<file path="src/kam_alu.sv">
// ----------------------------------------------------------------------------
// kam_alu
// Shared 64-bit adder/compare unit: accumulates one entry field per step.
// ----------------------------------------------------------------------------
module kam_alu (
  input  logic [63:0] a_i,
  input  logic [63:0] b_i,
  input  logic        cin_i,
  input  logic        min_i,
  input  logic        max_i,
  output logic [63:0] res_o,
  output logic        cout_o
);
  logic [64:0] sum;
  logic        b_lt_a;

  always_comb begin
    sum    = {1'b0, a_i} + {1'b0, b_i} + {64'd0, cin_i};
    b_lt_a = $signed(b_i) < $signed(a_i);
    cout_o = sum[64];
    if (min_i) begin
      res_o = b_lt_a ? b_i : a_i;
    end else if (max_i) begin
      res_o = (!b_lt_a && b_i != a_i) ? b_i : a_i;
    end else begin
      res_o = sum[63:0];
    end
  end
endmodule

</file>
<file path="config.mk">
export PLATFORM = sky130hd
export DESIGN_NAME = kam_alu
export DESIGN_NICKNAME = d
export VERILOG_FILES = /design/src/kam_alu.sv
export SDC_FILE = /design/constraint.sdc
export NUM_CORES = 1
export LEC_CHECK = 0
export BUFFER_PORTS_ARGS = -buffer_cell sky130_fd_sc_hd__buf_2
export CAP_MARGIN = 20
export CORE_MARGIN = 5
export CORE_UTILIZATION = 51
export DETAILED_ROUTE_END_ITERATION = 8
export GPL_TIMING_DRIVEN = 0
export MAX_ROUTING_LAYER = met4
export PLACE_DENSITY = 0.81
export SYNTH_ARGS = -nofsm -noshare
export SYNTH_HDL_FRONTEND = slang
export SYNTH_SLANG_ARGS = --single-unit
</file>
<file path="constraint.sdc">
create_clock -name vclk -period 3.24
set_clock_uncertainty 0.1 [all_clocks]
set_input_delay 0.162 -clock vclk [all_inputs]
set_output_delay 0.162 -clock vclk [all_outputs]
set_load 0.005 [all_outputs]
</file>
== Word level (Yosys, flattened, before mapping) ==
Cells that the tools add are included.
Operators by class
  $add $sub $neg: 2
  magnitude comparators: 1
  eq/ne operators: 1
  mux-type cells: 4
  reduce and logical (&&, ||, !) cells: 2
Operators with widths (number)
  two-way mux 64 bit: 4
  adder 64 x 64 -> 65 bit: 1
  adder 65 x 1 -> 65 bit: 1
  less-than comparator 64 bit: 1
  != test 64 bit: 1
  logical AND 1 bit: 1
  logical NOT 1 bit: 1
Word-level totals
  register bits after elaboration: 0
  output and inout port bits: 65

== Depth between registers and ports, before layout ==
  word-level depth: 6
  gate-level depth with buffers: 15
  gate-level depth less buffers: 12

== Worst setup path after synthesis ==
OpenSTA, ideal clock, no wires.
  path kind: input to output
  start point: input a_i[0]
  end point: output res_o[50]
  arrival: 3007 ps
  required time: 2978 ps
  path slack: -29 ps
  stages on the path: 12
  cell sequence: fa_1 fa_1 nor2b_1 o211a_1 a211oi_2 nor4b_1 o211ai_2 a311oi_1 a31o_2 a211oi_1 mux2i_1 nor3_1
Between the ends
  cells in the longest elaborated chain, start to end: 6
  elaborated cells on any way between the ends: 10
  classes of those cells: add/sub: 2; order compare: 1; eq/ne: 1; mux: 4; reduce/logical: 2
Ends and longest elaborated chain
  start: declaration: line 6  | input logic [63:0] a_i,
  branches (longest 5 deep; another with adder 64 x 64 -> 65 bit)
  two-way mux 64 bit (*): line 21  | if (min_i) begin
  end: declaration: line 11  | output logic [63:0] res_o,
Mark *: on every way between the ends.

== Final worst setup path ==
  start point: input cin_i
  end point: output res_o[44]
Between the ends
  cells in the longest elaborated chain, start to end: 3
Ends and longest elaborated chain
  start: declaration: line 8  | input logic cin_i,
  adder 65 x 1 -> 65 bit: line 18  | sum = {1'b0, a_i} + {1'b0, b_i} + {64'd0, cin_i};
  two-way mux 64 bit: line 23  | end else if (max_i) begin
  two-way mux 64 bit: line 21
Every way passes these cells.

==> metrics.md <==
| Metric | Value |
|---|---|
| Max Cap Viol | 0 |
| Die area | 0.01721 sq mm |
| Max incr delay on CP | 0.39 ns |
| Synth top area cells | ha_1 21%, a21oi_1 10%, inv_1 6.4% |
| Slew headroom | 0.4409 |
| Critical Path End Type | output pin |
| Via density | 6.449 |
| Hold Crit Class | input port to output pin |
| Final setup viols | 65 |
| Crit path max-delay cell type | fa_2 |
| Effective utilization at floorplan | 0.5174 |
| Die height | 131.2 um |
| Syn_nets | 1402 |
| Fin. max-slew vios | 0 |
| Fmax | 280.4 MHz |
| Most frequent cell after synthesis | a21oi_1 |
| Global Route Usage Sum | 0.3279 |
| Most frequent CP cell | fa_2 |
| Tightest Pin Transition | 0.8386 ns |
| Clk_buf instances | 0 |
| Post-synth top area share | 0.2121 |
| WS Path Type | input port to output pin |
| CORE AREA | 0.01448 sq mm |
| Dpl hpwl | 21910 um |
| Clock power frac | 0 |
| Cell Chain, Critical Path | buf_6, fa_2, fa_2, nor2b_4, o211a_1, a211oi_4, nor4b_4, o211ai_2, a311oi_4, buf_4, nand2b_4, a311oi_2, xnor2_1, a21oi_1, buf_2 |
| Main combinational cell family by area after synthesis | compound AO/OA/AOI/OAI gates |
| Final period util | 1.101 |
| Area occupied by registers | 0 sq um |
| Adder-Cell Fraction of Synth Area | 0.2175 |
| Req. time, crit path | 2.98 ns |
| Crit path launch type | input port |
| Initial antenna violation count | 1 |
| Net Sw Frac | 0.5388 |
| Post-synth top area cell | ha_1 |
| Final hold slack | 0.5802 ns |
| GP Congestion | 0.9730 |
| Die width | 131.2 um |
| Leak Pwr | 4.876 nW |
| Hold_buf cts | 0 |
| PD cells | 246.3 mW/mm^2 |
| Top delay family on crit path | compound AO/OA/AOI/OAI gates |
| Fillers | 1056 |
| Largest net degree at the start of global routing | 12 |
| Syn Area/Cell | 6.559 sq um |
| Int Pwr | 1.234 mW |
| Global-route wire length before repair | 47450 um |
| Worst Path Max Fanout | 3 |
| Multiplexer share of the synthesized area | 0.06380 |
| Multi-input logic area | 0.008083 sq mm |
| Final min period | 3.567 ns |
| Synthesis warning total | 0 |
| Simple-Gate Fraction of Synth Area | 0.1944 |
| Placed cells | 1520 |
| DR iter-0 viols | 933 |
| Wirelength, routed | 32150 um |
| Post-route antenna net violation count | 0 |
| Final setup TNS | -12.05 ns |
| Cell Rows | 44 |
| Total power draw | 2.676 mW |
| Synth Area in Compound Gates | 0.3538 |
| # DRC | 0 |
| Fraction of layout instances using a drive strength above 1 | 0.3618 |
| Buf+Inv Stages, Crit Path | 3 |
| Hold Violations, Final | 0 |
| Failing checks | setup timing |
| Synth cell types | 73 |
| I/O Buffers | 194 |
| Layout area overhead | 45.01% |
| Vias in the first global route | 9517 |
| Status | complete, but fails checks |
| Final cell count without fillers | 1556 |
| Worst path arrival time | 3.30 ns |
| Post-synthesis xor/xnor area fraction | 0.06648 |
| Final #Nets | 1633 |
| Net switching power | 1.442 mW |
| Seq cells | 0 |
| Ports | 196 |
| Combinational share of power | 1.000 |
| Setup ws final | -0.3266 ns |
| Area of the mapped netlist | 0.007491 sq mm |
| Peak VDD IR | 0.1111 mV |
| Final core occ | 0.7503 |
| Wire per inst | 20.66 um |
| Sequential fraction of the synthesis area | 0 |
| Synth top cells by count | 157 x a21oi_1, 128 x inv_1, 127 x ha_1 |
| RSZ-0062 raised after global routing | yes |
| Gr ovfl total | 0 |
| Post-synthesis instance total | 1142 |
| DR vias | 10040 |
| Reg power frac | 0 |
| Drt pass-1 iters | 6 |
## cell usage in the layout, fill, tap and decap left out, types with 7 or more instances in the layout
cell      instances
buf_2           175
o21ai_2          12
xnor2_1          46
nor3_1           11
buf_8            10
ha_2             16
nor3_2            9
buf_4            52
nand2b_1         13
o22ai_4           7
nand3_1          13
a211o_1          13
nor4_1           14
nand2_1          39
o21ai_1          20
a21oi_1         144
nand4_1          15
o211ai_1         11
inv_2            11
clkbuf_1         18
a21oi_2          12
nor2b_1          14
buf_6            23
ha_4             35
mux2_2            8
mux2i_1          28
ha_1             76
o31ai_1          14
o22ai_2          22
a21o_1           18
o21bai_1         23
o21ai_0          51
inv_1           114
nor2_1          106
## metrics by stage
step	worst slack [ns]	cell area, sq um
floorplan	0.005535	7491
global placement	-0.9136	8692
detailed placement	-0.8951	8692
CTS	-0.2425	10140
global route	-0.3934	10860
finish	-0.3266	10860
## routing by layer
metal	wire length, um	vias to the layer above	global-route usage	share of wire
li1	-	4577	-	-
met1	12230	4663	0.3927	0.38
met2	15300	639	0.5505	0.48
met3	2966	156	0.04243	0.092
met4	1653	0	0.1415	0.051
met5	0	-	-	0
## worst paths after layout
kind                   endpoint  slack (ns)     from  depth (start not counted)
worst max-delay path  res_o[44]       -0.33    cin_i                         15
worst min-delay path  res_o[48]        0.58  a_i[48]                          4
## tightest hold or removal path: stages
cell and delay [ns]:
buf_6 0.10, o22ai_4 0.06, a21oi_2 0.09, buf_2 0.11
## power groups by stage
stage,Clock (mW),Combinational (mW),Sequential (mW)
finish,0.0000000413,2.68,0
global route,0.0000000413,2.84,0
CTS,0,2.39,0
detailed placement,0,1.89,0
global placement,0,1.87,0
floorplan,0,1.26,0
## cells by family (layout without fill, tap and decap cells)
logic type,after synthesis,count (layout)
xor gates and xnor gates,56,56
muxes,45,46
buffers and inverters,195,423
and+or+nand+nor,294,294
other,0,1
adders and majority gates,129,129
AOI/OAI and AO/OA,423,423
## repair_timing
action | CTS | global route
pin swaps | 96 | 60
setup buffers | 38 | 25
setup endpoints to repair | 65 | 65
gates resized for setup | 249 | 140
gates cloned | 8 | 1
## layout make-up
type | count | area share
Inverter | 129 | 0.04550
Timing Repair Buffer | 259 | 0.1621
Antenna cell | 1 | 0.0002304
Multi-Input combinational cell | 948 | 0.7441
Tap cell | 184 | 0.02119
Buffer | 35 | 0.02695
Note: power is estimated with default switching activity, not from simulation.
