File: config.mk
export PLATFORM = sky130hd
export DESIGN_NAME = kam_ram
export DESIGN_NICKNAME = d
export VERILOG_FILES = /design/src/kam_ram.sv
export SDC_FILE = /design/constraint.sdc
export NUM_CORES = 1
export LEC_CHECK = 0
export BUFFER_PORTS_ARGS = -buffer_cell sky130_fd_sc_hd__buf_2
export CAP_MARGIN = 10
export CELL_PAD_IN_SITES_DETAIL_PLACEMENT = 1
export CELL_PAD_IN_SITES_GLOBAL_PLACEMENT = 2
export CORE_MARGIN = 4
export CORE_UTILIZATION = 48
export CTS_CLUSTER_DIAMETER = 40
export DETAILED_ROUTE_END_ITERATION = 6
export GPL_TIMING_DRIVEN = 0
export PLACE_DENSITY_LB_ADDON = 0.1
export SLEW_MARGIN = 20
export SYNTH_ARGS = -nofsm -noshare
export SYNTH_HDL_FRONTEND = slang
export SYNTH_SLANG_ARGS = --single-unit
File: constraint.sdc
create_clock -name clk_i -period 1.86 [get_ports clk_i]
set_clock_uncertainty 0.15 [all_clocks]
set_input_delay 0 -clock clk_i [delete_from_list [all_inputs] [get_ports clk_i]]
set_output_delay 0 -clock clk_i [all_outputs]
set_load 0.02 [all_outputs]
File: src/kam_ram.sv
// ----------------------------------------------------------------------------
// kam_ram
// Generic single-port RAM with registered read.
// ----------------------------------------------------------------------------
module kam_ram #(
  parameter int unsigned Width = 8,
  parameter int unsigned Depth = 16
) (
  input  logic                     clk_i,
  input  logic                     we_i,
  input  logic [$clog2(Depth)-1:0] addr_i,
  input  logic [Width-1:0]         wdata_i,
  output logic [Width-1:0]         rdata_o
);
  logic [Width-1:0] mem [Depth];

  always_ff @(posedge clk_i) begin
    if (we_i) begin
      mem[addr_i] <= wdata_i;
    end
    rdata_o <= mem[addr_i];
  end
endmodule

# Word level (Yosys, flattened, before mapping)
# Memories as Yosys holds them, arrays and structs flattened. A register that Yosys moved wholly into a read port is not among the register bits.
# Cells that the tools add are included.
# W data, S select, Z words.
# word_totals
regBits	0
out_inout_bits	8
word_cells	3
inputBits	14
ram_bits	128
memories	1
# mem_list
memory	words	word_bits	rd	rd_ports_with_merged_regs	wr	line_no	source
mem	16	8	1	1	1	15	logic [Width-1:0] mem [Depth];
# classes
n_mux	2
# ops
op	n
$mux W1	2

# Logic depth before layout (Yosys ltp)
# Gate-level depths: netlist (run 1).
# logic_depth
ltp_word	2
depth_mapped	5
depth_no_buf	3

# Least setup slack after synthesis (run 1)
# No wires, ideal clock.
# synth_path
kind	input port to flip-flop
startpoint	in addr_i[2]
endpoint	mem mem[0][0], enable pin
path_buffers	0
setup_ns	0.383
cell_stages	2
t_required_ns	1.327
path_slack_ns	0.217
t_arrival_ns	1.110
cell_sequence	or3b_2 > nor3_1
# synth_rtl
item	line_no	source
start, declared	11	input logic [$clog2(Depth)-1:0] addr_i,
end, declared	15	
# No word-level cell before the write port.

# Worst setup path after layout (run 1)
# layout_path
startpoint	in addr_i[2]
endpoint	mem mem[0][7], enable pin
# No word-level cell before the write port.

==> results of run 1 <==
synthesized netlist by cell type (all sizes together), types with 2 or more instances:
master	instances	area share
edfxtp	128	0.76
mux4	32	0.14
a22oi	16	0.024
nor2	13	0.0096
nand2	9	0.0067
buf	8	0.0094
dfxtp	8	0.032
nor3	4	0.0040
clkbuf	3	0.0025
nand2b	2	0.0025
nand3b	2	0.0030
nor2b	2	0.0025
state kept, by name, indices dropped and copies added (netlist names):
signal   cells
mem        128
rdata_o      8
logic make-up (layout without fill, tap and decap cells):
logic type / count (synthesis) / in the layout / share of synthesized area
DFF: 136 / 136 / 0.790
buffers and inverters: 11 / 80 / 0.0119
and+or+nand+nor: 35 / 35 / 0.0321
AOI/OAI and AO/OA: 16 / 16 / 0.0237
muxes: 32 / 32 / 0.142
where the power goes:
group | leakage [nW] | switching [mW] | internal (mW)
Clock | 0.274 | 1.17 | 1.92
Sequential | 1.22 | 0.0168 | 3.43
Combinational | 0.499 | 0.229 | 0.155
metrics by stage:
step | power, mW | setup slack, ns | hold WS, ns | cell area (um^2)
finish | 6.92 | 0.167 | 0.0306 | 6080
global route | 7.18 | 0.0251 | 0.0387 | 6080
CTS | 6.97 | 0.0634 | 0.0180 | 6080
detailed placement | 3.86 | -0.491 | 0.267 | 5350
global placement | 3.85 | -0.383 | 0.266 | 5330
floorplan | 3.71 | 0.217 | -0.0511 | 5070
layer usage:
layer	track usage	up-vias	wire length, um
met3	0.0529	16	339
met4	0.0632	0	194
met2	0.293	51	5290
met1	0.272	1305	4990
met5	0	-	0
li1	-	1078	-
worst register-to-register path: stages, from the launching register on:
cell and delay [ns]:
edfxtp_1 0.37, mux4_2 0.50, a22oi_1 0.28, nand2_1 0.09
cell type report:
cell class / count / area (um^2)
multi-input combinational: 83 / 1030
sequential: 136 / 4000
fill: 864 / 4240
clock inverter: 10 / 103
buffer: 11 / 60.1
clock buffer: 22 / 443
tap: 136 / 170
timing repair buffer: 37 / 275
worst max path at each step:
stage	end	slack, ns	depth (start not counted)
2_1_floorplan	mem[0][0]	0.22	2
3_3_place_gp	mem[0][4]	-0.38	3
3_5_place_dp	mem[10][4]	-0.49	4
4_1_cts	mem[0][7]	0.06	4
5_1_grt	mem[1][7]	0.03	3
6_report	mem[0][7]	0.17	4
repair_timing:
| action | CTS | global route |
|---|---|---|
| gates resized for setup | 0 | 1 |
| setup endpoints to repair | 0 | 8 |
| hold buffers | 18 | 0 |
| endpoints found under the hold margin | 165 | 0 |
==> key figures, run 1 <==
Critical path
  – Crit path DAT: 1.70 ns
  – Worst Setup End Kind: register
  – FF-to-FF setup slack: 0.36 ns
  – Largest delay contributor family on the critical path: simple AND/OR/NAND/NOR gates
  – Startpoint Class: primary input
  – WP data required: 1.86 ns
  – Worst r2r src: mem[3][4]
  – Timing startpoint of the critical path: addr_i[2]
  – Largest stage delay, worst path: 0.64 ns
  – Buffers plus inverters on the worst setup path: 2
  – Setup CP Type: in -> reg
  – Slowest CP cell: dlygate4sd3_1
  – CP cell instances: buf_2, or3b_2, dlygate4sd3_1, nor3_4
  – R2r endpoint: rdata_o[4]
  – Crit-path max FO: 8
  – R2R cell count: 3

Floorplanning
  – Starting density of the core: 0.491
  – DIE WIDTH: 111 um
  – IO Pins: 22
  – Die Ht: 111 um
  – Cell Rows: 37
  – Core Area: 0.0103 mm^2
  – Die footprint: 0.0123 mm^2

Routing
  – DR vias: 2450
  – Post-route DRC: 0
  – WL/cell: 24.9 um
  – Initial drt markers: 198
  – DR vias/cell: 5.63
  – Drt first pass iters: 4
  – Drt total wl: 10800 um
  – Post-route ant nets: 0

Global routing
  – First-pass GRT wire length: 16900 um
  – GRT Residual Overflow: 0
  – GR Util All Layers: 0.192
  – Largest net degree at the start of global routing: 17
  – Vias in the first global route: 2681
  – Initial antenna violation count: 0

Min path
  – Worst min path class: in -> reg
  – Hold Crit Start: addr_i[3]
  – Worst Hold Path EP: rdata_o[3]
  – Hold Path Stages: 4

Power
  – Pleak: 2.00 nW
  – PD cells: 1140 mW/mm^2
  – Worst vdd ir: 0.548 mV

Layout
  – Post-layout util: 0.589
  – Share of layout cells above drive strength 1: 0.294
  – Number of diodes: 0
  – Most frequent cells in the layout: edfxtp_1 (128), mux4_2 (32), buf_2 (21)
  – Nets: 300
  – Non-Filler Instances: 435
  – Commonest non-fill, non-tap cell in the layout: edfxtp_1
  – Layout area overhead: 20.1%

Clock tree
  – Sink Count: 136
  – CTS Root Cell: clkbuf_8
  – Clk_lat worst skew: 0.52 ns
  – H-tree depth: 4
  – CTS buffer count: 17
  – Post-CTS Setup Bufs: 0
  – Maximum clock insertion buffer count: 2
  – Clock-pin slew on the worst setup and hold paths: 0.06 ns
  – CTS tree: yes

Timing
  – Slew Viols, Final: 0
  – RSZ-0062 raised after global routing: false
  – Fin crit share: 0.910
  – Tmin final: 1.69 ns
  – Fin Setup TNS: 0 ns
  – Max Clk Rate: 0.591 GHz
  – Rel. slew slack: 0.454
  – Setup violators final: 0
  – Final Hold Vio Count: 0
  – Worst slew pin tran: 0.816 ns

Yosys
  – Mapped Area: 0.00507 mm^2
  – Post-synthesis async set-or-reset flop share: 0
  – Syn_nets: 244
  – Post-synth EDFFs: 128
  – Cells after synthesis: 230
  – #FFs+latches synth: 136
  – Avg Synthesized Cell Area: 22.0 um^2
  – Synth warnings: 0
  – Post-synthesis cell type count: 18
  – Ys flop type: edfxtp_1
  – Register area share after synthesis: 0.790

Placed design
  – Routability Congestion: 0.778
  – Cells after DPL: 385
  – Detail Placement HPWL: 6510 um
  – Port-buffer cells: 19

Job
  – Max Cap Violations: 0

Status
  – Status: finished clean
Power figures use the tool's default switching activity.
==> inputs of run 2 (changes only) <==
- ABC_CLOCK_PERIOD_IN_PS: unset -> 1700
- RECOVER_POWER: unset -> 100
- clock period: 1.86 -> 1.7 ns (I/O delays scaled with it)
==> key figures, run 2 (synthesis gave the netlist of run 1 again) <==
Critical path
  – Crit path capture: mem[10][1] (was mem[0][7])
  – FF-to-FF setup slack: 0.20 ns (was 0.36 ns)
  – WP data required: 1.69 ns (was 1.86 ns)
  – Crit-path max FO: 8 (unchanged)
  – Worst Setup End Kind: register (unchanged)
  – CP cell instances: buf_2, dlygate4sd3_1, nand3b_1, nor2_1 (was buf_2, or3b_2, dlygate4sd3_1, nor3_4)
  – Crit path DAT: 1.63 ns (was 1.70 ns)
  – Largest stage delay, worst path: 0.66 ns (was 0.64 ns)
  – R2r endpoint: rdata_o[4] (unchanged)
  – Startpoint Class: primary input (unchanged)
  – Worst r2r src: mem[3][4] (unchanged)
  – Slowest CP cell: nor2_1 (was dlygate4sd3_1)
  – R2R cell count: 3 (unchanged)
  – Timing startpoint of the critical path: addr_i[3] (was addr_i[2])
  – Setup CP Type: in -> reg (unchanged)

Layout
  – Nets: 298 (was 300)
  – Share of layout cells above drive strength 1: 0.249 (was 0.294)
  – Layout area overhead: 19.3% (was 20.1%)
  – Non-Filler Instances: 433 (was 435)
  – Regs by FF count: mem: 128 flops, rdata_o: 8 flops (unchanged)
  – Fill count: 872 (was 864)
  – Number of diodes: 0 (unchanged)
  – Most frequent cells in the layout: edfxtp_1 (128), mux4_2 (32), clkbuf_1 (23) (was edfxtp_1 (128), mux4_2 (32), buf_2 (21))
  – Largest Register: mem (unchanged)
  – Post-layout util: 0.586 (was 0.589)
  – Max reg flops: 128 (unchanged)
  – Commonest non-fill, non-tap cell in the layout: edfxtp_1 (unchanged)

Global routing
  – GRT Residual Overflow: 0 (unchanged)
  – Vias in the first global route: 2661 (was 2681)
  – First-pass GRT wire length: 16700 um (was 16900 um)
  – Initial antenna violation count: 0 (unchanged)
  – Largest net degree at the start of global routing: 17 (unchanged)
  – GR Util All Layers: 0.190 (was 0.192)

Status
  – Status: complete, but fails checks (was finished clean)
  – Failing checks: negative hold slack

Timing
  – Tmin final: 1.64 ns
  – Final Hold Vio Count: 6 (was 0)
  – Worst hold slack: -0.00207 ns (was 0.0306 ns)
  – Fin Setup TNS: 0 ns (unchanged)
  – Setup violators final: 0 (unchanged)
  – Worst slew pin tran: 0.815 ns (was 0.816 ns)
  – Fin crit share: 0.962
  – Rel. slew slack: 0.457 (was 0.454)
  – Slew Viols, Final: 0 (unchanged)
  – Max Clk Rate: 0.611 GHz
  – RSZ-0062 raised after global routing: true (was false)

Placed design
  – Cells after DPL: 385 (unchanged)
  – Detail Placement HPWL: 6510 um (unchanged)
  – Port-buffer cells: 19 (unchanged)
  – Routability Congestion: 0.778 (unchanged)

Clock tree
  – Post-CTS Setup Bufs: 0 (unchanged)
  – Clk_lat worst skew: 0.52 ns (about the same)
  – Maximum clock insertion buffer count: 2 (unchanged)
  – Sink Count: 136 (unchanged)
  – CTS Root Cell: clkbuf_8 (unchanged)
  – H-tree depth: 4 (unchanged)
  – Clock-pin slew on the worst setup and hold paths: 0.06 ns (about the same)
  – CTS tree: yes (unchanged)
  – CTS buffer count: 17 (unchanged)

Routing
  – Initial drt markers: 187 (was 198)
  – DR vias/cell: 5.58 (was 5.63)
  – WL/cell: 24.5 um (was 24.9 um)
  – Post-route DRC: 0 (unchanged)
  – Post-route ant nets: 0 (unchanged)
  – Drt total wl: 10600 um (was 10800 um)
  – Drt first pass iters: 4 (unchanged)
  – DR vias: 2416 (was 2450)

Power
  – Total power draw: 7.55 mW (was 6.92 mW)
  – Worst vdd ir: 0.599 mV (was 0.548 mV)
  – PD cells: 1250 mW/mm^2 (was 1140 mW/mm^2)
  – Pleak: 1.94 nW (was 2.00 nW)

Floorplanning
  – Core Area: 0.0103 mm^2 (unchanged)
  – Starting density of the core: 0.491 (unchanged)
  – Die Ht: 111 um (unchanged)
  – DIE WIDTH: 111 um (unchanged)
  – IO Pins: 22 (unchanged)
  – Die footprint: 0.0123 mm^2 (unchanged)
  – Cell Rows: 37 (unchanged)

Min path
  – Worst min path class: in -> reg (unchanged)

Job
  – Max Cap Violations: 0 (unchanged)
## run 2: area by class of cell
| class | instances | area [um^2] | share of cell area |
|---|---|---|---|
| repair buffers | 35 | 234 | 0.0387 |
| flip-flops and latches | 136 | 4000 | 0.662 |
| multi-input cells | 83 | 1030 | 0.171 |
| well taps | 136 | 170 | 0.0281 |
| clock inverters | 10 | 103 | 0.0170 |
| plain buffers | 11 | 60.1 | 0.00993 |
| clock buffers | 22 | 443 | 0.0732 |
## run 2: what timing repair did
action / 4_1_cts / 5_1_grt
endpoints found under the hold margin: 165 / 0
hold buffers: 16 / 0
gates resized for setup: 0 / 3
setup endpoints to repair: 64 / 35
## run 2: routing by layer
layer,part of all wire,vias up,global-route usage
met5,0,-,0
met4,0.018,0,0.0632
met3,0.037,19,0.0529
met2,0.48,55,0.290
met1,0.46,1269,0.268
li1,-,1073,-
## run 2: power breakdown
group | switching, mW | internal, mW
Sequential | 0.0192 | 3.75
Combinational | 0.249 | 0.158
Clock | 1.27 | 2.10
## run 2: per-stage QoR
stage               hold slack (ns)  instance area (um^2)  worst slack [ns]
finish                     -0.00207                  6050            0.0644
global route                0.00892                  6050           -0.0580
CTS                         -0.0360                  6060            0.0185
detailed placement            0.267                  5350            -0.651
global placement              0.266                  5330            -0.543
floorplan                   -0.0511                  5070            0.0570
## run 2: critical path: cells and delay by family
family,cells,cell delay (ns)
buffers and inverters,2,0.80
AND/OR/NAND/NOR,2,0.83
## run 2: how the worst min path moves through the flow
stage,startpoint,end,slack [ns],cells past startpoint
floorplan,wdata_i[0],mem[0][0],-0.05,0
global placement,rdata_o[3],rdata_o[3],0.27,1
detailed placement,rdata_o[2],rdata_o[2],0.27,1
CTS,addr_i[2],mem[12][0],-0.04,3
global route,addr_i[3],mem[0][4],0.009,3
finish,addr_i[3],mem[0][2],-0.002,3
==> inputs of run 3 (changes only) <==
- GPL_TIMING_DRIVEN: 0 -> 1
==> key figures, run 3 (synthesis gave the netlist of run 1 again) <==
Placed design
  – Cells after DPL: 398 (was 385)
  – Detail Placement HPWL: 6750 um (was 6510 um)
  – Port-buffer cells: 21 (was 19)
  – Routability Congestion: 0.725 (was 0.778)

Routing
  – Drt first pass iters: 4 (unchanged)
  – Drt total wl: 10600 um (about the same)
  – Post-route DRC: 0 (unchanged)
  – DR vias/cell: 5.59 (was 5.58)
  – DR vias: 2478 (was 2416)
  – WL/cell: 23.9 um (was 24.5 um)
  – Post-route ant nets: 0 (unchanged)
  – Initial drt markers: 155 (was 187)

Min path
  – Worst min path class: in -> reg (unchanged)

Layout
  – Commonest non-fill, non-tap cell in the layout: edfxtp_1 (unchanged)
  – Max reg flops: 128 (unchanged)
  – Regs by FF count: mem: 128 flops, rdata_o: 8 flops (unchanged)
  – Fill count: 878 (was 872)
  – Number of diodes: 0 (unchanged)
  – Nets: 308 (was 298)
  – Largest Register: mem (unchanged)
  – Non-Filler Instances: 443 (was 433)
  – Layout area overhead: 20.9% (was 19.3%)
  – Share of layout cells above drive strength 1: 0.283 (was 0.249)
  – Most frequent cells in the layout: edfxtp_1 (128), mux4_2 (32), clkbuf_1 (18) (was edfxtp_1 (128), mux4_2 (32), clkbuf_1 (23))

Global routing
  – GRT Residual Overflow: 0 (unchanged)
  – GR Util All Layers: 0.190 (about the same)
  – First-pass GRT wire length: 16800 um (was 16700 um)
  – Largest net degree at the start of global routing: 40 (was 17)
  – Initial antenna violation count: 0 (unchanged)
  – Vias in the first global route: 2730 (was 2661)

Critical path
  – Worst Setup End Kind: register (unchanged)
  – Top cell by count, worst path: buf_2
  – Startpoint Class: primary input (unchanged)
  – Largest stage delay, worst path: 0.54 ns (was 0.66 ns)
  – Crit path DAT: 1.72 ns (was 1.63 ns)
  – Slowest CP cell: dlygate4sd3_1 (was nor2_1)
  – Setup CP Type: in -> reg (unchanged)
  – WP data required: 1.75 ns (was 1.69 ns)
  – CP cell instances: dlygate4sd3_1, buf_2, or3b_2, nor3_1, buf_2 (was buf_2, dlygate4sd3_1, nand3b_1, nor2_1)
  – Crit-path max FO: 8 (unchanged)

Timing
  – Setup violators final: 0 (unchanged)
  – Fin Setup TNS: 0 ns (unchanged)
  – Final Hold Vio Count: 0 (was 6)
  – Worst slew pin tran: 0.776 ns (was 0.815 ns)
  – Slew Viols, Final: 0 (unchanged)
  – Max Clk Rate: 0.599 GHz (was 0.611 GHz)
  – Fin crit share: 0.983 (was 0.962)
  – Rel. slew slack: 0.481 (was 0.457)
  – RSZ-0062 raised after global routing: false (was true)
  – Tmin final: 1.67 ns (was 1.64 ns)

Power
  – PD cells: 1260 mW/mm^2 (was 1250 mW/mm^2)
  – Pleak: 2.02 nW (was 1.94 nW)
  – Worst vdd ir: 0.751 mV (was 0.599 mV)

Status
  – Status: finished clean (was complete, but fails checks)

Clock tree
  – Sink Count: 136 (unchanged)
  – CTS Root Cell: clkbuf_8 (unchanged)
  – CTS buffer count: 17 (unchanged)
  – Clk_lat worst skew: 0.52 ns (about the same)
  – Maximum clock insertion buffer count: 2 (unchanged)
  – CTS tree: yes (unchanged)
  – H-tree depth: 4 (unchanged)
  – Clock-pin slew on the worst setup and hold paths: 0.06 ns (about the same)

Floorplanning
  – Die footprint: 0.0123 mm^2 (unchanged)
  – DIE WIDTH: 111 um (unchanged)
  – IO Pins: 22 (unchanged)
  – Cell Rows: 37 (unchanged)
  – Starting density of the core: 0.491 (unchanged)
  – Die Ht: 111 um (unchanged)
  – Core Area: 0.0103 mm^2 (unchanged)

Job
  – Max Cap Violations: 0 (unchanged)
[run 3: cell types whose count changed in the layout (fill, tap and decap cells not counted), moves of 3 or more]
cell | previous run | this run
nor3_2 | 4 | 0
buf_12 | 0 | 3
nor3_1 | 0 | 4
buf_1 | 4 | 0
dlygate4sd3_1 | 16 | 13
clkbuf_1 | 23 | 18
clkbuf_2 | 2 | 15
clkinv_1 | 1 | 4
[run 3: routing by layer]
metal / wire length, um / share of wire / global-route usage / vias to the layer above
met3: 423 / 0.040 / 0.0529 / 10
li1: - / - / - / 1097
met5: 0 / 0 / 0 / -
met2: 5450 / 0.51 / 0.301 / 56
met4: 98 / 0.0092 / 0.0665 / 0
met1: 4640 / 0.44 / 0.256 / 1315
[run 3: stage by stage]
step	power (mW)	hold WS, ns	utilization	setup WS [ns]	area (um^2)
after floorplan	4.06	-0.0511	-	0.0570	5070
after global placement	4.22	0.243	0.531	0.0940	5490
after detailed placement	4.24	0.258	0.531	0.0825	5490
after CTS	7.81	0.239	0.599	0.0894	6190
after global routing	8.02	0.469	0.594	0.00725	6130
final	7.71	0.430	0.594	0.0296	6130
[run 3: worst max-delay path: cells and delay by family]
kind	cells	cell delay [ns]
simple gates	2	0.70
buf+inv	3	1.02
[run 3: repair_timing]
| action | CTS | global route |
|---|---|---|
| endpoints found under the setup margin | 0 | 1 |
| resized for setup | 0 | 1 |
| buffers inserted | 0 | 0 |
| endpoints found under the hold margin | 156 | 0 |
| hold buffers | 13 | 0 |
[run 3: where the power goes]
part           internal, mW  switching, mW
registers              3.75         0.0262
clock network          2.21           1.33
logic                 0.165          0.230
[run 3: layout make-up]
class,instances,area (um^2),area share
multi-input cells,83,1010,0.165
well taps,136,170,0.0278
clock buffers,17,414,0.0676
repair buffers,56,373,0.0608
clock inverters,15,159,0.0259
flip-flops and latches,136,4000,0.653
[run 3: final timing paths]
check	depth (start not counted)	from	slack, ns	endpoint
worst max-delay path	5	addr_i[2]	0.03	mem[0][2]
worst min-delay path	2	wdata_i[0]	0.43	mem[6][0]
worst max register to register	3	mem[10][0]	0.17	rdata_o[0]
worst min register to register	3	mem[14][7]	0.52	rdata_o[7]
